<file path="config.mk">
export PLATFORM = sky130hd
export DESIGN_NAME = msgpack_stream_decoder
export DESIGN_NICKNAME = d
export VERILOG_FILES = /design/src/rtl/msgpd_pkg.sv /design/src/rtl/msgpack_stream_decoder.sv
export VERILOG_INCLUDE_DIRS = /design/src /design/src/rtl
export SDC_FILE = /design/constraint.sdc
export NUM_CORES = 1
export LEC_CHECK = 0
export BUFFER_PORTS_ARGS = -buffer_cell sky130_fd_sc_hd__buf_4
export CORE_MARGIN = 2
export CORE_UTILIZATION = 35
export CTS_CLUSTER_SIZE = 28
export DETAILED_ROUTE_END_ITERATION = 8
export PLACE_DENSITY = 0.5
export SLEW_MARGIN = 30
export SYNTH_ARGS = -nofsm -noshare
export SYNTH_HDL_FRONTEND = slang
export SYNTH_SLANG_ARGS = --single-unit
</file>
<file path="constraint.sdc">
create_clock -name clk_i -period 14 [get_ports clk_i]
set_clock_uncertainty 0.1 [all_clocks]
set_input_delay 2.8 -clock clk_i [delete_from_list [all_inputs] [get_ports clk_i]]
set_output_delay 2.8 -clock clk_i [all_outputs]
set_load 0.02 [all_outputs]
</file>
<file path="src/rtl/assert_macros.svh">
// Assertion macros shared by the RTL of the stream decoder.
// Define ASSERT_OFF to compile every assertion away.
`ifndef ASSERT_MACROS_SVH
`define ASSERT_MACROS_SVH

`ifndef ASSERT_OFF

// Property must hold at every clock edge outside reset
`define AST_ALWAYS(lbl, clk, rstn, prop) \
  lbl: assert property (@(posedge clk) disable iff (!(rstn)) (prop)) \
    else $error("assertion failed");

// Condition must never be true at a clock edge outside reset
`define AST_NEVER(lbl, clk, rstn, cond) \
  lbl: assert property (@(posedge clk) disable iff (!(rstn)) !(cond)) \
    else $error("forbidden condition seen");

`else

`define AST_ALWAYS(lbl, clk, rstn, prop)
`define AST_NEVER(lbl, clk, rstn, cond)

`endif

`endif

</file>
<file path="src/rtl/msgpd_pkg.sv">
// Package for the MessagePack stream decoder: type codes, result codes,
// the result record and the value extension helper. No dependencies.
`timescale 1ns / 1ps
`default_nettype none

package msgpd_pkg;

  // Leading byte codes and ranges
  localparam logic [7:0] PFIXINT_HI  = 8'h7f;
  localparam logic [7:0] FIXMAP_HI   = 8'h8f;
  localparam logic [7:0] FIXARR_HI   = 8'h9f;
  localparam logic [7:0] FIXSTR_HI   = 8'hbf;
  localparam logic [7:0] FIXSTR_MASK = 8'h1f;
  localparam logic [7:0] CODE_NIL    = 8'hc0;
  localparam logic [7:0] CODE_FALSE  = 8'hc2;
  localparam logic [7:0] CODE_TRUE   = 8'hc3;
  localparam logic [7:0] CODE_BIN8   = 8'hc4;
  localparam logic [7:0] CODE_BIN32  = 8'hc6;
  localparam logic [7:0] CODE_UINT8  = 8'hcc;
  localparam logic [7:0] CODE_UINT64 = 8'hcf;
  localparam logic [7:0] CODE_INT8   = 8'hd0;
  localparam logic [7:0] CODE_INT64  = 8'hd3;
  localparam logic [7:0] CODE_STR8   = 8'hd9;
  localparam logic [7:0] CODE_STR32  = 8'hdb;
  localparam logic [7:0] NFIXINT_LO  = 8'he0;

  // Result kinds
  localparam logic [1:0] KIND_VALUE   = 2'd0;
  localparam logic [1:0] KIND_PAYLOAD = 2'd1;
  localparam logic [1:0] KIND_ERROR   = 2'd2;

  // Type tags
  localparam logic [3:0] TAG_NIL    = 4'd0;
  localparam logic [3:0] TAG_FALSE  = 4'd1;
  localparam logic [3:0] TAG_TRUE   = 4'd2;
  localparam logic [3:0] TAG_FIXINT = 4'd3;
  localparam logic [1:0] TAG_UINT_HI = 2'b01;
  localparam logic [1:0] TAG_SINT_HI = 2'b10;
  localparam logic [3:0] TAG_STR    = 4'd12;
  localparam logic [3:0] TAG_BIN    = 4'd13;

  // Error codes
  localparam logic [1:0] ERR_NONE        = 2'd0;
  localparam logic [1:0] ERR_UNSUPPORTED = 2'd1;
  localparam logic [1:0] ERR_TRUNCATED   = 2'd2;

  typedef struct packed {
    logic [1:0]  kind;
    logic [3:0]  tag;
    logic [63:0] value;
    logic [7:0]  payload;
    logic        done;
    logic [1:0]  err;
  } res_t;

  // Byte count 1, 2, 4 or 8 from its log2
  function automatic logic [3:0] nbytes_of(logic [1:0] lg);
    nbytes_of = 4'd1 << lg;
  endfunction

  // Keep the low 1, 2, 4 or 8 bytes, sign- or zero-extended
  function automatic logic [63:0] ext_value(logic [63:0] a, logic [1:0] lg,
                                            logic sgn);
    logic [63:0] r;
    r = a;
    unique case (lg)
      2'd0: r = {{56{sgn & a[7]}}, a[7:0]};
      2'd1: r = {{48{sgn & a[15]}}, a[15:0]};
      2'd2: r = {{32{sgn & a[31]}}, a[31:0]};
      2'd3: r = a;
      default: r = a;
    endcase
    return r;
  endfunction

endpackage

`default_nettype wire

</file>
<file path="src/rtl/msgpack_stream_decoder.sv">
// MessagePack stream decoder, top level. Uses msgpd_pkg and the assertion
// macros in assert_macros.svh.
//
// Decodes a MessagePack byte stream at one byte per clock cycle while the
// skid entry is free. A byte is accepted in any cycle in which the two-entry
// output stage (result register plus skid register) has its skid entry free,
// so the input keeps flowing while a stalled output holds the result register.
// Each byte is decoded by one level of logic against the parser state; its
// result, if any, goes into the result register, or into the skid register
// while the output stalls. Scalars give one value result on their last byte;
// str and bin give a header result with the length, then one result per payload
// byte. Unsupported codes give an error-only result; a value left unfinished at
// a byte marked final is flagged as truncated and the parser returns to idle.
`timescale 1ns / 1ps
`default_nettype none
`include "assert_macros.svh"

module msgpack_stream_decoder
  import msgpd_pkg::*;
(
  input  wire logic        clk_i,
  input  wire logic        rst_ni,
  input  wire logic        in_valid_i,
  output logic             in_ready_o,
  input  wire logic [7:0]  data_byte_i,
  input  wire logic        final_byte_i,
  output logic             out_valid_o,
  input  wire logic        out_ready_i,
  output logic [1:0]       result_kind_o,
  output logic [3:0]       type_tag_o,
  output logic [63:0]      value_bits_o,
  output logic [7:0]       payload_byte_o,
  output logic             value_done_o,
  output logic [1:0]       error_code_o
);

  localparam logic [1:0] PH_IDLE    = 2'd0;
  localparam logic [1:0] PH_COLLECT = 2'd1;
  localparam logic [1:0] PH_PAYLOAD = 2'd2;

  logic [1:0]  phase_q, phase_d;
  logic [3:0]  tag_q, tag_d;
  logic        len_mode_q, len_mode_d;
  logic [3:0]  bytes_left_q, bytes_left_d;
  logic [63:0] acc_q, acc_d;
  logic [31:0] pay_left_q, pay_left_d;

  res_t        res;
  logic        has_res;
  res_t        out_q, skid_q;
  logic        out_valid_q, skid_valid_q;
  logic        in_fire, out_fire;

  assign in_ready_o = !skid_valid_q;
  assign in_fire    = in_valid_i && in_ready_o;
  assign out_fire   = out_valid_q && out_ready_i;

  // Decode one byte against the parser state
  always_comb begin
    logic [63:0] acc_sh;
    logic [3:0]  bl_dec;
    logic [31:0] pl_dec;
    logic [31:0] len;
    logic [7:0]  b;
    b            = data_byte_i;
    acc_sh       = {acc_q[55:0], b};
    bl_dec       = bytes_left_q - 4'd1;
    pl_dec       = pay_left_q - 32'd1;
    len          = 32'd0;
    phase_d      = phase_q;
    tag_d        = tag_q;
    len_mode_d   = len_mode_q;
    bytes_left_d = bytes_left_q;
    acc_d        = acc_q;
    pay_left_d   = pay_left_q;
    has_res      = 1'b0;
    res          = '{kind: KIND_VALUE, tag: TAG_NIL, value: 64'd0, payload: 8'd0,
                     done: 1'b1, err: ERR_NONE};

    unique case (phase_q)
      PH_COLLECT: begin
        // Shift in the next big-endian byte
        acc_d        = acc_sh;
        bytes_left_d = bl_dec;
        if (bl_dec == 4'd0) begin
          has_res = 1'b1;
          res.tag = tag_q;
          if (len_mode_q) begin
            len        = acc_sh[31:0];
            pay_left_d = len;
            phase_d    = (len != 32'd0) ? PH_PAYLOAD : PH_IDLE;
            res.value  = {32'd0, len};
            res.done   = (len == 32'd0);
          end else begin
            phase_d   = PH_IDLE;
            res.value = ext_value(acc_sh, tag_q[1:0], tag_q[3]);
          end
        end
      end
      PH_PAYLOAD: begin
        // Pass one payload byte
        pay_left_d  = pl_dec;
        has_res     = 1'b1;
        res.kind    = KIND_PAYLOAD;
        res.tag     = tag_q;
        res.payload = b;
        res.done    = (pl_dec == 32'd0);
        if (pl_dec == 32'd0) begin
          phase_d = PH_IDLE;
        end
      end
      default: begin
        // Idle: classify the type code
        phase_d = PH_IDLE;
        has_res = 1'b1;
        priority if (b <= PFIXINT_HI || b >= NFIXINT_LO) begin
          res.tag   = TAG_FIXINT;
          res.value = ext_value({56'd0, b}, 2'd0, 1'b1);
        end else if (b <= FIXARR_HI) begin
          res.kind = KIND_ERROR;
          res.err  = ERR_UNSUPPORTED;
        end else if (b <= FIXSTR_HI) begin
          len        = {24'd0, b & FIXSTR_MASK};
          tag_d      = TAG_STR;
          pay_left_d = len;
          phase_d    = (len != 32'd0) ? PH_PAYLOAD : PH_IDLE;
          res.tag    = TAG_STR;
          res.value  = {32'd0, len};
          res.done   = (len == 32'd0);
        end else if (b == CODE_NIL) begin
          res.tag = TAG_NIL;
        end else if (b == CODE_FALSE) begin
          res.tag = TAG_FALSE;
        end else if (b == CODE_TRUE) begin
          res.tag   = TAG_TRUE;
          res.value = 64'd1;
        end else if (b >= CODE_BIN8 && b <= CODE_BIN32) begin
          has_res      = 1'b0;
          phase_d      = PH_COLLECT;
          tag_d        = TAG_BIN;
          len_mode_d   = 1'b1;
          bytes_left_d = nbytes_of(b[1:0]);
          acc_d        = 64'd0;
        end else if (b >= CODE_UINT8 && b <= CODE_UINT64) begin
          has_res      = 1'b0;
          phase_d      = PH_COLLECT;
          tag_d        = {TAG_UINT_HI, b[1:0]};
          len_mode_d   = 1'b0;
          bytes_left_d = nbytes_of(b[1:0]);
          acc_d        = 64'd0;
        end else if (b >= CODE_INT8 && b <= CODE_INT64) begin
          has_res      = 1'b0;
          phase_d      = PH_COLLECT;
          tag_d        = {TAG_SINT_HI, b[1:0]};
          len_mode_d   = 1'b0;
          bytes_left_d = nbytes_of(b[1:0]);
          acc_d        = 64'd0;
        end else if (b >= CODE_STR8 && b <= CODE_STR32) begin
          has_res      = 1'b0;
          phase_d      = PH_COLLECT;
          tag_d        = TAG_STR;
          len_mode_d   = 1'b1;
          bytes_left_d = nbytes_of(b[1:0] - 2'd1);
          acc_d        = 64'd0;
        end else begin
          res.kind = KIND_ERROR;
          res.err  = ERR_UNSUPPORTED;
        end
      end
    endcase

    // Flag an unfinished value at the end of the buffer and drop back to idle
    if (final_byte_i) begin
      if (phase_d != PH_IDLE) begin
        if (has_res) begin
          res.done = 1'b1;
          res.err  = ERR_TRUNCATED;
        end else begin
          has_res = 1'b1;
          res     = '{kind: KIND_ERROR, tag: tag_d, value: 64'd0, payload: 8'd0,
                      done: 1'b1, err: ERR_TRUNCATED};
        end
      end
      phase_d      = PH_IDLE;
      len_mode_d   = 1'b0;
      bytes_left_d = 4'd0;
      pay_left_d   = 32'd0;
    end
  end

  // Advance the parser state on each accepted item
  always_ff @(posedge clk_i or negedge rst_ni) begin
    if (!rst_ni) begin
      phase_q      <= PH_IDLE;
      tag_q        <= 4'd0;
      len_mode_q   <= 1'b0;
      bytes_left_q <= 4'd0;
      acc_q        <= 64'd0;
      pay_left_q   <= 32'd0;
    end else if (in_fire) begin
      phase_q      <= phase_d;
      tag_q        <= tag_d;
      len_mode_q   <= len_mode_d;
      bytes_left_q <= bytes_left_d;
      acc_q        <= acc_d;
      pay_left_q   <= pay_left_d;
    end
  end

  // Output register with skid entry: hold a result while the output stalls
  always_ff @(posedge clk_i or negedge rst_ni) begin
    if (!rst_ni) begin
      out_valid_q  <= 1'b0;
      skid_valid_q <= 1'b0;
    end else if (skid_valid_q) begin
      if (out_fire) begin
        skid_valid_q <= 1'b0;
      end
    end else if (in_fire && has_res) begin
      if (!out_valid_q || out_fire) begin
        out_valid_q <= 1'b1;
      end else begin
        skid_valid_q <= 1'b1;
      end
    end else if (out_fire) begin
      out_valid_q <= 1'b0;
    end
  end

  // Result payload registers
  always_ff @(posedge clk_i) begin
    if (skid_valid_q) begin
      if (out_fire) begin
        out_q <= skid_q;
      end
    end else if (in_fire && has_res) begin
      if (!out_valid_q || out_fire) begin
        out_q <= res;
      end else begin
        skid_q <= res;
      end
    end
  end

  assign out_valid_o    = out_valid_q;
  assign result_kind_o  = out_q.kind;
  assign type_tag_o     = out_q.tag;
  assign value_bits_o   = out_q.value;
  assign payload_byte_o = out_q.payload;
  assign value_done_o   = out_q.done;
  assign error_code_o   = out_q.err;

  // Checks on the parser and the output stage
  `AST_NEVER(a_skid_without_out, clk_i, rst_ni, skid_valid_q && !out_valid_q)
  `AST_NEVER(a_collect_no_bytes, clk_i, rst_ni,
             phase_q == PH_COLLECT && bytes_left_q == 4'd0)
  `AST_NEVER(a_payload_no_bytes, clk_i, rst_ni,
             phase_q == PH_PAYLOAD && pay_left_q == 32'd0)
  `AST_ALWAYS(a_final_to_idle, clk_i, rst_ni,
              (in_fire && final_byte_i) |=> (phase_q == PH_IDLE))
  `AST_ALWAYS(a_error_ends_value, clk_i, rst_ni,
              (out_valid_q && out_q.err != ERR_NONE) |-> out_q.done)

endmodule

`default_nettype wire
</file>
=== Yosys cells after proc, flatten, opt, wreduce, memory -nomap -nowiden ===
Cells that the tools add are included.

* Reduce and logical (&&, ||, !) cells: 34
* Equal/unequal tests: 34
* Bitwise gates (word level): 6
* Mux-type cells: 140
* Shifts and indexed selects: 2
* Magnitude comparators: 12
* Add/sub/neg operators: 3

{| class="wikitable"
|+ Operators with widths
! operator !! count
|-
| $mux W56 || 10
|-
| $mux W81 || 6
|-
| $mux W68 || 5
|-
| $pmux W64 S4 || 1
|-
| $mux W32 || 6
|-
| $mux W64 || 3
|-
| $pmux W64 S2 || 1
|-
| $pmux W56 S2 || 1
|-
| $mux W4 || 24
|-
| $mux W78 || 1
|-
| $mux W66 || 1
|-
| $logic_not A32 Y1 || 2
|-
| $pmux W32 S2 || 1
|-
| $mux W1 || 52
|-
| $le A8 B8 Y1 const B || 6
|-
| $ge A8 B8 Y1 const B || 5
|-
| $mux W2 || 20
|-
| $reduce_bool A32 Y1 || 1
|-
| $sub A32 B1 Y32 const B || 1
|-
| $reduce_and A9 Y1 || 3
|-
| $eq A8 B8 Y1 const B || 3
|-
| $ne A2 B1 Y1 const B || 9
|-
| $ne A3 B2 Y1 const B || 6
|-
| $pmux W4 S2 || 2
|-
| other kinds (29) || 61
|}

* Register bits after elaboration: 263
* Word-level logic and storage cells: 251
* Input port bits: 13
* Output and inout port bits: 83

=== Longest topological paths before layout ===
Gate-level depths: netlist of the first run.

* Depth in word-level cells: 19
* Depth in mapped cells: 11

=== Worst setup path after synthesis of the first run ===
OpenSTA, ideal clock, no wires.

* Path type: input-to-reg
* From: input data_byte_i[0]
* To: register skid_q[0] (netlist bit), enable pin
* Setup time: 0.637 ns
* Arrival: 10.346 ns
* Slack: 2.918 ns
* Cell stages on the path: 9
* Path through: clkbuf_1 > nor2_1 > and2_1 > o21ai_0 > o21a_1 > a21boi_0 > a21oi_2 > o21ai_0 > nor3b_1

* Cells in the longest elaborated chain, start to end: 18
* Elaborated cells on any way between the ends: 53
* Classes of those cells: order compare: 12; eq/ne: 3; mux: 28; reduce/logical: 10

{| class="wikitable"
|+ RTL lines
! item !! RTL line !! source
|-
| start: declaration || msgpack_stream_decoder.sv:25 || <nowiki>input wire logic [7:0] data_byte_i,</nowiki>
|-
| $ge A8 B8 Y1 or $le A8 B8 Y1 (tied branches) || msgpack_stream_decoder.sv:158 || <nowiki>end else if (b >= CODE_STR8 && b <= CODE_STR32) begin</nowiki>
|-
| $logic_and A1 B1 Y1 || msgpack_stream_decoder.sv:158 ||
|-
| $mux W1 || msgpack_stream_decoder.sv:158 ||
|-
| $mux W1 || msgpack_stream_decoder.sv:151 || <nowiki>end else if (b >= CODE_INT8 && b <= CODE_INT64) begin</nowiki>
|-
| $mux W1 || msgpack_stream_decoder.sv:144 || <nowiki>end else if (b >= CODE_UINT8 && b <= CODE_UINT64) begin</nowiki>
|-
| $mux W1 || msgpack_stream_decoder.sv:137 || <nowiki>end else if (b >= CODE_BIN8 && b <= CODE_BIN32) begin</nowiki>
|-
| $mux W1 || msgpack_stream_decoder.sv:134 || <nowiki>end else if (b == CODE_TRUE) begin</nowiki>
|-
| $mux W1 || msgpack_stream_decoder.sv:132 || <nowiki>end else if (b == CODE_FALSE) begin</nowiki>
|-
| [... 2 more ...] || - ||
|-
| $mux W2 || msgpack_stream_decoder.sv:119 || <nowiki>end else if (b <= FIXARR_HI) begin</nowiki>
|-
| $mux W2 || msgpack_stream_decoder.sv:116 || <nowiki>priority if (b <= PFIXINT_HI || b >= NFIXINT_LO) begin</nowiki>
|-
| $pmux W2 S2 || msgpack_stream_decoder.sv:80 || <nowiki>unique case (phase_q)</nowiki>
|-
| $reduce_bool A2 Y1 || msgpack_stream_decoder.sv:174 || <nowiki>if (phase_d != PH_IDLE) begin</nowiki>
|-
| $mux W1 || msgpack_stream_decoder.sv:174 ||
|-
| $mux W1 (*) || msgpack_stream_decoder.sv:173 || <nowiki>if (final_byte_i) begin</nowiki>
|-
| $logic_and A1 B1 Y1 (*) || msgpack_stream_decoder.sv:236 || <nowiki>end else if (in_fire && has_res) begin</nowiki>
|-
| $reduce_and A3 Y1 (no line) (*) || - ||
|-
| end signal: assignment || msgpack_stream_decoder.sv:240 || <nowiki>skid_q <= res;</nowiki>
|-
| end: declaration || msgpack_stream_decoder.sv:50 || <nowiki>res_t out_q, skid_q;</nowiki>
|}

Every way passes the cells marked *; elsewhere a longest branch is shown, timed or not.
A chain may end at the register's enable or synchronous reset.

=== Worst setup path after layout of the first run ===
* From: input data_byte_i[5]
* To: register out_q (netlist bit value_bits_o[25]), enable pin

* Cells in the longest elaborated chain, start to end: 19
* Elaborated cells on any way between the ends: 52
* Classes of those cells: order compare: 12; eq/ne: 3; mux: 27; reduce/logical: 10

{| class="wikitable"
|+ RTL lines
! item !! RTL line !! source
|-
| $ge A8 B8 Y1 or $le A8 B8 Y1 (tied branches) || msgpack_stream_decoder.sv:158 ||
|-
| $logic_and A1 B1 Y1 || msgpack_stream_decoder.sv:158 ||
|-
| $mux W1 || msgpack_stream_decoder.sv:158 ||
|-
| $mux W1 || msgpack_stream_decoder.sv:151 ||
|-
| $mux W1 || msgpack_stream_decoder.sv:144 ||
|-
| $mux W1 || msgpack_stream_decoder.sv:137 ||
|-
| $mux W1 || msgpack_stream_decoder.sv:134 ||
|-
| $mux W1 || msgpack_stream_decoder.sv:132 ||
|-
| [... 3 more ...] || - ||
|-
| $mux W2 || msgpack_stream_decoder.sv:116 ||
|-
| $pmux W2 S2 || msgpack_stream_decoder.sv:80 ||
|-
| $reduce_bool A2 Y1 || msgpack_stream_decoder.sv:174 ||
|-
| $mux W1 || msgpack_stream_decoder.sv:174 ||
|-
| $mux W1 (*) || msgpack_stream_decoder.sv:173 ||
|-
| $logic_and A1 B1 Y1 (*) || msgpack_stream_decoder.sv:236 ||
|-
| $reduce_bool A2 Y1 (no line) (*) || - ||
|-
| $reduce_and A3 Y1 (no line) (*) || - ||
|-
| end signal: assignment || msgpack_stream_decoder.sv:234 || <nowiki>out_q <= skid_q;</nowiki>
|-
| end signal: assignment || msgpack_stream_decoder.sv:238 || <nowiki>out_q <= res;</nowiki>
|-
| end: declaration || msgpack_stream_decoder.sv:50 ||
|}

Marks and branches as above.

==> impl_metrics.prom, run 1 <==
# TYPE chip_impl_metric gauge
chip_impl_info{name="run_status",value="complete, no violations"} 1
chip_impl_metric{name="route.antenna.remaining_nets",unit=""} 0
chip_impl_metric{name="switching_power",unit="mW"} 0.3541
chip_impl_metric{name="totalNegativeSetupSlack",unit="ns"} 0
chip_impl_info{name="yosys_most_used_dff",value="edfxtp_1"} 1
chip_impl_metric{name="worst-path-max-fanout",unit=""} 70
chip_impl_metric{name="cts_setup_buffers",unit=""} 0
chip_impl_metric{name="vias_per_cell",unit=""} 5.552
chip_impl_metric{name="power_frac_comb",unit="%"} 3.2
chip_impl_info{name="globalRoute.busiestLayer",value="met1"} 1
chip_impl_metric{name="clk_transition_reported_paths",unit="ns"} 0.06
chip_impl_metric{name="final-hold-violation-count",unit=""} 0
chip_impl_metric{name="p_int",unit="mW"} 1.277
chip_impl_info{name="crit_slowest_cell",value="buf_4"} 1
chip_impl_metric{name="grt_use_total",unit="%"} 17.86
chip_impl_metric{name="worst-slew-pin-transition",unit="ns"} 0.9601
chip_impl_metric{name="ys_seq_elements",unit=""} 263
chip_impl_info{name="critPathLaunchType",value="input port"} 1
chip_impl_metric{name="timing.final.setup_violations",unit=""} 0
chip_impl_metric{name="power.share.clock",unit="%"} 46.5
chip_impl_metric{name="critical_path_arrival",unit="ns"} 6.33
chip_impl_metric{name="grt_antenna_before_repair",unit=""} 0
chip_impl_metric{name="grt_first_pass_wirelength",unit="mm"} 51.87
chip_impl_metric{name="slew_violations",unit=""} 0
chip_impl_metric{name="initialDrtViolationCount",unit=""} 727
chip_impl_metric{name="die_height",unit="um"} 192.4
chip_impl_metric{name="drt-wirelength-per-cell",unit="um"} 20.52
chip_impl_metric{name="firstDrtPassIters",unit=""} 5
chip_impl_metric{name="rows",unit=""} 68
chip_impl_metric{name="effective_utilization_at_floorplan",unit="%"} 35.78
chip_impl_metric{name="number_of_cells_upsized_or_downsized_after_cts",unit=""} 0
chip_impl_metric{name="maximum_resistive_drop_on_vdd",unit="V"} 0.00007279
chip_impl_metric{name="route.final.wire_length",unit="mm"} 32.85
chip_impl_info{name="clock_tree.root_cell",value="clkbuf_16"} 1
chip_impl_info{name="rsz0062_at_grt",value="false"} 1
chip_impl_metric{name="power.static_leakage",unit="nW"} 5.625
chip_impl_metric{name="detailed_place_hpwl",unit="mm"} 21.57
chip_impl_metric{name="cts_num_sinks",unit=""} 263
chip_impl_metric{name="ctsHtreeMaxLevel",unit=""} 1
chip_impl_metric{name="cp_num_buf_inv",unit=""} 2
chip_impl_metric{name="maxClockFrequency",unit="MHz"} 159.8
chip_impl_metric{name="fillers",unit=""} 3375
chip_impl_metric{name="power_frac_seq",unit="%"} 50.3
chip_impl_metric{name="synthesis.area_per_instance",unit="um^2"} 11.66
chip_impl_info{name="holdCritPathClass",value="reg -> reg"} 1
chip_impl_metric{name="clkLatencyLatePin",unit="ns"} 0.55
chip_impl_metric{name="nNetsFinal",unit=""} 1142
chip_impl_info{name="worstPathCellList",value="buf_4 > nor2b_1 > nand2_1 > o21ai_0 > o21a_1 > a21boi_0 > a21oi_2 > o21ai_0 > a22oi_2 > buf_4"} 1
chip_impl_metric{name="max-cap-violations",unit=""} 0
chip_impl_metric{name="yosysSeqAreaShare",unit="%"} 59.51
chip_impl_metric{name="area_delta_synth_final",unit="%"} 16.70
chip_impl_metric{name="largest_net_degree_at_the_start_of_global_routing",unit=""} 71
chip_impl_metric{name="cts_made_buffers",unit=""} 29
chip_impl_metric{name="globalRouteMet3Util",unit="%"} 2.164
chip_impl_metric{name="synth_enable_flop_cells",unit=""} 162
chip_impl_metric{name="ys_types",unit=""} 66
chip_impl_info{name="critical_path_class",value="in -> reg"} 1
chip_impl_metric{name="boundaryPins",unit=""} 96
chip_impl_metric{name="worst-endpoint-required",unit="ns"} 14.07
chip_impl_metric{name="gp_congestion",unit=""} 0.8740
chip_impl_metric{name="groute.layer.met1.usage",unit="%"} 27.54
chip_impl_metric{name="max_slew_margin",unit="%"} 35.41
chip_impl_metric{name="min_period_over_period",unit="%"} 44.71
chip_impl_metric{name="final_core_utilization",unit="%"} 41.76
chip_impl_info{name="crit_family",value="compound AO/OA/AOI/OAI gates"} 1
chip_impl_metric{name="netSwitchingFraction",unit="%"} 21.71
chip_impl_metric{name="design.die.area",unit="um^2"} 37010
chip_impl_metric{name="post_synth_inst_count",unit=""} 1065
chip_impl_metric{name="cts_hold_buffers",unit=""} 0
chip_impl_metric{name="yosys_warns",unit=""} 0
chip_impl_metric{name="final_layout_size_suffix_gt1_share",unit="%"} 22.45
chip_impl_info{name="endpoint_kind",value="register"} 1
chip_impl_metric{name="clk_path_buf_depth",unit=""} 3
chip_impl_metric{name="port_buffers",unit=""} 95
chip_impl_metric{name="pwr_density_cell",unit="nW/um^2"} 112.5
chip_impl_metric{name="final.min_clock_period",unit="ns"} 6.259
chip_impl_metric{name="syn-cell-area",unit="um^2"} 12420
chip_impl_metric{name="timing.critical_path.slowest_cell_delay",unit="ns"} 0.79
chip_impl_metric{name="first_global_vias",unit=""} 8548
chip_impl_info{name="tritoncts",value="built"} 1
chip_impl_metric{name="vias",unit=""} 8889
chip_impl_metric{name="remaining_drc_errors",unit=""} 0
chip_impl_metric{name="chipWidth",unit="um"} 192.4
chip_impl_metric{name="gr-usage-met2",unit="%"} 26.65
chip_impl_metric{name="synth_fp_nets",unit=""} 1084
chip_impl_metric{name="ys_async_sr_fraction",unit="%"} 38.40
chip_impl_metric{name="floorplan.core_area",unit="um^2"} 34710
chip_impl_metric{name="global_route.overflow_total",unit=""} 0
-- synth_stat cells (all sizes together) (3+ instances only) --
cell      n  area [um^2]
inv      27        101.3
xnor2     7        61.31
or2       3        18.77
a22o     59        516.8
o21ai   125        625.6
buf       3        15.01
nor3b     6        45.04
nor3     14        70.07
nor4     22        158.9
dfrtp   101         2527
o31ai    10        75.07
nor2     67        251.5
ha        6        75.07
nor2b    10        62.56
edfxtp  162         4865
mux2     81        919.6
and4      3        26.28
a21o      5        37.54
a31oi     6        37.54
a21oi    82        414.2
a32oi    12        105.1
o211ai    6        50.05
o22ai     4        25.02
a22oi    13        97.59
clkbuf   82        307.8
mux2i     4        40.04
nand2    47        176.4
o21bai    3        22.52
or4       6        45.04
o21a      6        45.04
and3     10        62.56
xor2      5        43.79
or3       6        37.54
nand2b    4        25.02
nand3     5        25.02
a21boi    4        30.03
nand4    13        81.33
and2      9        56.30
-- kinds of logic (layout without fill, tap and decap cells) --
family / count (synthesis) / count (layout) / synth area share [%]
AO/OA/AOI/OAI: 357 / 357 / 18.35
flip-flops: 263 / 263 / 59.51
AND/OR/NAND/NOR: 230 / 230 / 9.549
buffers and inverters: 112 / 192 / 3.415
multiplexers: 85 / 85 / 7.726
XOR/XNOR: 12 / 12 / 0.8461
adder cells (fa/ha/maj): 6 / 6 / 0.6043
other: 0 / 1 / 0
-- layout make-up --
class	count	area (um^2)	share of cell area, %
clock inverter	18	178.9	1.234
timing repair buffer	112	848.3	5.852
inverter	27	102.6	0.7077
antenna	1	2.502	0.01726
clock buffer	35	758.2	5.230
sequential	263	7392	50.99
tap	455	569.3	3.927
multi-input combinational	690	4644	32.04
-- path summary, 6_finish.rpt --
| check | slack [ns] | depth (start not counted) | from | to |
|---|---|---|---|---|
| max in group asynchronous | 10.68 | 2 | rst_ni | pay_left_q[30] |
| min reg2reg | 0.41 | 1 | acc_q[55] | acc_q[55] |
| max reg2reg | 8.76 | 9 | pay_left_q[2] | value_bits_o[25] |
| max | 7.74 | 10 | data_byte_i[5] | value_bits_o[25] |
| min in group asynchronous | 2.10 | 1 | rst_ni | acc_q[18] |
| min | 0.41 | 1 | acc_q[55] | acc_q[55] |
-- per-layer routing --
metal / wire length [um] / share of wire [%]
met2: 14410 / 44
met1: 16350 / 50
met4: 567 / 1.7
met3: 1511 / 4.6
met5: 0 / 0
-- cell usage in the layout (no fill, tap or decap), drive strengths merged, types with 11 or more instances in the layout --
cell type | netlist | final
nor4 | 22 | 22
inv | 27 | 27
a22oi | 13 | 13
clkbuf | 82 | 35
dfrtp | 101 | 101
nor3 | 14 | 14
buf | 3 | 112
a22o | 59 | 59
nor2 | 67 | 67
a21oi | 82 | 82
o21ai | 125 | 125
nand2 | 47 | 47
a32oi | 12 | 12
clkinv | 0 | 11
nand4 | 13 | 13
edfxtp | 162 | 162
mux2 | 81 | 81
-- power groups by stage --
stage          Clock, mW  Sequential [mW]  Combinational (mW)
2_1_floorplan          0            0.835              0.0331
3_3_place_gp           0            0.836              0.0522
3_5_place_dp           0            0.836              0.0525
4_1_cts            0.774            0.820              0.0529
5_1_grt            0.809            0.820              0.0592
6_report           0.758            0.820              0.0526
-- flip-flops by register name (all words and copies together) (netlist names), 2 cells and up --
register        count
error_code_o        2
phase_q             2
pay_left_q         32
payload_byte_o      8
acc_q              56
tag_q               4
bytes_left_q        4
result_kind_o       2
type_tag_o          4
value_bits_o       64
skid_q             81
-- worst register-to-register path, stage by stage, from the launching register on --
cell      delay, ns
dfrtp_1        0.44
or4_1          0.72
or4b_1         0.74
or4_1          0.47
o211ai_2       0.12
nor4_4         0.11
a21oi_2        0.32
o21ai_0        0.25
a22oi_2        0.71
buf_4          0.79
-- through the flow --
| step | setup slack (ns) | cell area (um^2) | hold slack (ns) | power [mW] | std cells |
|---|---|---|---|---|---|
| floorplan | 2.918 | 12420 | 0.3720 | 0.8683 | 1065 |
| global placement | 7.269 | 13530 | 0.3904 | 0.8882 | 1545 |
| detailed placement | 7.188 | 13550 | 0.3958 | 0.8886 | 1547 |
| CTS | 7.745 | 14490 | 0.4105 | 1.647 | 1600 |
| global route | 7.396 | 14490 | 0.4245 | 1.688 | 1600 |
| finish | 7.741 | 14500 | 0.4092 | 1.631 | 1601 |
Note: power is estimated with default switching activity, not from simulation.
==> run 2: changes to the inputs <==
--- a/config.mk
+++ b/config.mk
@@ -6,6 +6,7 @@
 export SDC_FILE = /design/constraint.sdc
 export NUM_CORES = 1
 export LEC_CHECK = 0
+export ABC_AREA = 1
 export BUFFER_PORTS_ARGS = -buffer_cell sky130_fd_sc_hd__buf_4
 export CORE_MARGIN = 2
 export CORE_UTILIZATION = 35
==> constraint.sdc (replaced) <==
create_clock -name clk_i -period 6.4 [get_ports clk_i]
set_clock_uncertainty 0.1 [all_clocks]
set_input_delay 1.28 -clock clk_i [delete_from_list [all_inputs] [get_ports clk_i]]
set_output_delay 1.28 -clock clk_i [all_outputs]
set_load 0.02 [all_outputs]
==> run 2 against run 1 <==
Net effect:
- cell area is 4.9% higher
- via count is 17% higher
- highest routed layer unchanged
- wire length is 9.3% higher
- critical path type is now reg -> reg
==> impl_metrics.prom, run 2 <==
# TYPE chip_impl_metric gauge
chip_impl_info{name="synth.top_cells.by_area",value="edfxtp_1 (37%), dfrtp_1 (19%), nand2_1 (10%)"} 1
chip_impl_metric{name="slew_violations",unit=""} 0
chip_impl_info{name="synth.cells.most_frequent",value="nand2_1 (355), edfxtp_1 (162), nor2_1 (134), inv_1 (131), dfrtp_1 (101)"} 1
chip_impl_metric{name="nNetsFinal",unit=""} 1531
chip_impl_metric{name="max-cap-violations",unit=""} 0
chip_impl_metric{name="ys_types",unit=""} 45
chip_impl_metric{name="cp_num_buf_inv",unit=""} 5
chip_impl_metric{name="route.final.wire_length",unit="mm"} 35.89
chip_impl_metric{name="power_frac_comb",unit="%"} 2.3
chip_impl_metric{name="boundaryPins",unit=""} 96
chip_impl_metric{name="yosys_warns",unit=""} 0
chip_impl_metric{name="clk_transition_reported_paths",unit="ns"} 0.06
chip_impl_metric{name="design.die.area",unit="um^2"} 38810
chip_impl_info{name="mostFrequentLayoutCell",value="nand2_1"} 1
chip_impl_metric{name="p_int",unit="mW"} 2.911
chip_impl_metric{name="initialDrtViolationCount",unit=""} 779
chip_impl_metric{name="synth_enable_flop_cells",unit=""} 162
chip_impl_metric{name="first_global_vias",unit=""} 9842
chip_impl_metric{name="final_layout_size_suffix_gt1_share",unit="%"} 13.93
chip_impl_metric{name="max_slew_margin",unit="%"} 36.05
chip_impl_metric{name="cp_num_cells",unit=""} 17
chip_impl_metric{name="totalNegativeSetupSlack",unit="ns"} 0
chip_impl_metric{name="timing.final.setup_violations",unit=""} 0
chip_impl_metric{name="cts_num_sinks",unit=""} 263
chip_impl_metric{name="final.min_clock_period",unit="ns"} 4.591
chip_impl_metric{name="ctsHtreeMaxLevel",unit=""} 1
chip_impl_metric{name="worst-path-max-fanout",unit=""} 33
chip_impl_metric{name="effective_utilization_at_floorplan",unit="%"} 35.62
chip_impl_metric{name="remaining_drc_errors",unit=""} 0
chip_impl_metric{name="post_synth_inst_count",unit=""} 1454
chip_impl_metric{name="min_path_cells",unit=""} 2
chip_impl_info{name="registers.top_by_ff_count",value="skid_q"} 1
chip_impl_metric{name="yosysSeqAreaShare",unit="%"} 56.69
chip_impl_metric{name="worstRegToRegCells",unit=""} 17
chip_impl_info{name="holdCritPathClass",value="reg -> reg"} 1
chip_impl_metric{name="cts_setup_buffers",unit=""} 0
chip_impl_metric{name="power.share.clock",unit="%"} 48.9
chip_impl_metric{name="netSwitchingFraction",unit="%"} 20.72
chip_impl_metric{name="rows",unit=""} 70
chip_impl_info{name="worstPathCellList",value="inv_1 > ha_1 > xor2_1 > nor2_2 > inv_1 > nor2_1 > inv_2 > o21ai_0 > inv_1 > nand2_1 > nand2_2 > nand2_4 > nand2_2 > nand2_1 > nand2_1 > a21oi_4 > buf_4"} 1
chip_impl_metric{name="synthesis.area_per_instance",unit="um^2"} 8.968
chip_impl_metric{name="yosys.area.top_type_share",unit="%"} 37.31
chip_impl_metric{name="largest_net_degree_at_the_start_of_global_routing",unit=""} 83
chip_impl_metric{name="number_of_cells_upsized_or_downsized_after_cts",unit=""} 0
chip_impl_metric{name="antenna_cells_inserted",unit=""} 0
chip_impl_metric{name="power_frac_seq",unit="%"} 48.9
chip_impl_info{name="crit_slowest_cell",value="a21oi_4"} 1
chip_impl_metric{name="ys_seq_elements",unit=""} 263
chip_impl_metric{name="gp_congestion",unit=""} 0.8684
chip_impl_info{name="synth_most_common_cell",value="nand2_1"} 1
chip_impl_info{name="clock_tree.root_cell",value="clkbuf_16"} 1
chip_impl_metric{name="final-hold-violation-count",unit=""} 0
chip_impl_metric{name="fin_hold_ws",unit="ns"} 0.4183
chip_impl_metric{name="worst-slew-pin-transition",unit="ns"} 0.9572
chip_impl_metric{name="grt_first_pass_wirelength",unit="mm"} 57.44
chip_impl_info{name="synthDominantAreaCellType",value="edfxtp_1"} 1
chip_impl_info{name="tritoncts",value="built"} 1
chip_impl_info{name="rsz0062_at_grt",value="false"} 1
chip_impl_metric{name="drt-wirelength-per-cell",unit="um"} 17.91
chip_impl_metric{name="worst-endpoint-required",unit="ns"} 6.54
chip_impl_metric{name="cts_made_buffers",unit=""} 30
chip_impl_info{name="run_status",value="complete, no violations"} 1
chip_impl_metric{name="grt_antenna_before_repair",unit=""} 0
chip_impl_metric{name="fillers",unit=""} 3676
chip_impl_metric{name="area_delta_synth_final",unit="%"} 16.65
chip_impl_metric{name="min_period_over_period",unit="%"} 71.73
chip_impl_metric{name="multi_input_area",unit="um^2"} 4840
chip_impl_metric{name="number_of_flip_flops_under_the_largest_register_name",unit=""} 81
chip_impl_metric{name="cts_hold_buffers",unit=""} 0
chip_impl_metric{name="firstDrtPassIters",unit=""} 5
chip_impl_metric{name="timing.critical_path.slowest_cell_delay",unit="ns"} 0.80
chip_impl_metric{name="clk_path_buf_depth",unit=""} 3
chip_impl_metric{name="maxClockFrequency",unit="MHz"} 217.8
chip_impl_metric{name="detailed_place_hpwl",unit="mm"} 24.93
chip_impl_info{name="commonest_cells_after_routing_fill_and_taps_aside",value="nand2_1 (354), edfxtp_1 (162), nor2_1 (131), inv_1 (130), buf_4 (109)"} 1
chip_impl_info{name="critical_path_class",value="reg -> reg"} 1
chip_impl_metric{name="switching_power",unit="mW"} 0.7608
chip_impl_metric{name="port_buffers",unit=""} 95
chip_impl_metric{name="critical_path_arrival",unit="ns"} 4.73
chip_impl_metric{name="regArea",unit="um^2"} 7393
chip_impl_info{name="yosys_most_used_dff",value="edfxtp_1"} 1
chip_impl_metric{name="clkLatencyLatePin",unit="ns"} 0.55
chip_impl_metric{name="power.static_leakage",unit="nW"} 6.440
chip_impl_metric{name="vias_per_cell",unit=""} 5.190
chip_impl_metric{name="synth_fp_nets",unit=""} 1473
chip_impl_info{name="crit_family",value="simple AND/OR/NAND/NOR gates"} 1
chip_impl_metric{name="ys_async_sr_fraction",unit="%"} 38.40
chip_impl_metric{name="die_height",unit="um"} 197.0
chip_impl_metric{name="grt_use_total",unit="%"} 18.73
chip_impl_info{name="endpoint_kind",value="register"} 1
chip_impl_metric{name="chipWidth",unit="um"} 197.0
chip_impl_metric{name="pwr_density_cell",unit="nW/um^2"} 241.4
chip_impl_metric{name="r2r_slack",unit="ns"} 1.81
chip_impl_info{name="critPathLaunchType",value="register"} 1
chip_impl_metric{name="syn-cell-area",unit="um^2"} 13040
chip_impl_metric{name="route.antenna.remaining_nets",unit=""} 0
chip_impl_metric{name="global_route.overflow_total",unit=""} 0
chip_impl_metric{name="vias",unit=""} 10400
chip_impl_metric{name="floorplan.core_area",unit="um^2"} 36610
chip_impl_metric{name="maximum_resistive_drop_on_vdd",unit="V"} 0.0001672
==> run 2: changes by cell type after synthesis, moves of 13 or more <==
cell	delta
nor2_1	+67
mux2_2	-79
inv_1	+105
nand2_1	+308
clkbuf_1	-24
o21ai_0	-25
o22ai_1	+37
a31oi_1	+20
a21oi_1	-20
nor4_1	-13
nand3_1	+88
a22o_1	-59
o31ai_1	+27
==> run 2: routing by layer <==
metal | vias up | wire [um] | GRT usage [%]
li1 | 5098 | - | -
met5 | - | 0 | 0
met3 | 42 | 1866 | 2.202
met4 | 0 | 606 | 4.567
met1 | 4992 | 18720 | 30.21
met2 | 269 | 14690 | 26.38
==> run 2: area by class of cell <==
type | instances | share of cell area (%)
flip-flops and latches | 263 | 48.61
multi-input cells | 971 | 31.82
repair buffers | 111 | 5.586
clock buffers | 37 | 5.314
well taps | 468 | 3.850
inverters | 135 | 3.332
clock inverters | 19 | 1.489
==> run 2: cells by family after synthesis <==
group	Yosys count	synth area share, %
xor+xnor	7	0.4702
buf+inv	220	6.602
flops	263	56.69
fa+ha+maj	6	0.5757
compound gates	304	13.88
simple gates	654	21.78
==> run 2: worst paths after layout <==
| kind | startpoint | to |
|---|---|---|
| worst max-delay path | bytes_left_q[0] | value_bits_o[15] |
| worst min-delay path | skid_q[71] | value_bits_o[60] |
| worst max register to register | bytes_left_q[0] | value_bits_o[15] |
| worst min register to register | skid_q[71] | value_bits_o[60] |
| max in group asynchronous | rst_ni | acc_q[2] |
| min in group asynchronous | rst_ni | acc_q[39] |
==> run 2: power by group through the flow <==
stage | registers (mW) | clock network (mW) | logic, mW
2_1_floorplan | 1.83 | 0 | 0.0438
3_3_place_gp | 1.83 | 0 | 0.0831
3_5_place_dp | 1.83 | 0 | 0.0834
4_1_cts | 1.79 | 1.84 | 0.0837
5_1_grt | 1.79 | 1.91 | 0.0933
6_report | 1.79 | 1.79 | 0.0831
==> run 2: per-stage QoR <==
step	area, um^2	power, mW	utilization (%)	setup WS (ns)	cells
finish	15210	3.672	41.54	1.809	2004
global route	15210	3.797	41.54	1.351	2004
CTS	15210	3.717	41.54	1.577	2004
detailed placement	14170	1.912	38.72	1.544	1948
global placement	14170	1.911	38.70	1.639	1948
floorplan	13050	1.872	-	0.6521	1454
==> run 2: tightest hold or removal path: stages (launching register included) <==
cell and delay, ns:
edfxtp_1 0.31, nand2_1 0.05, nand2_1 0.05
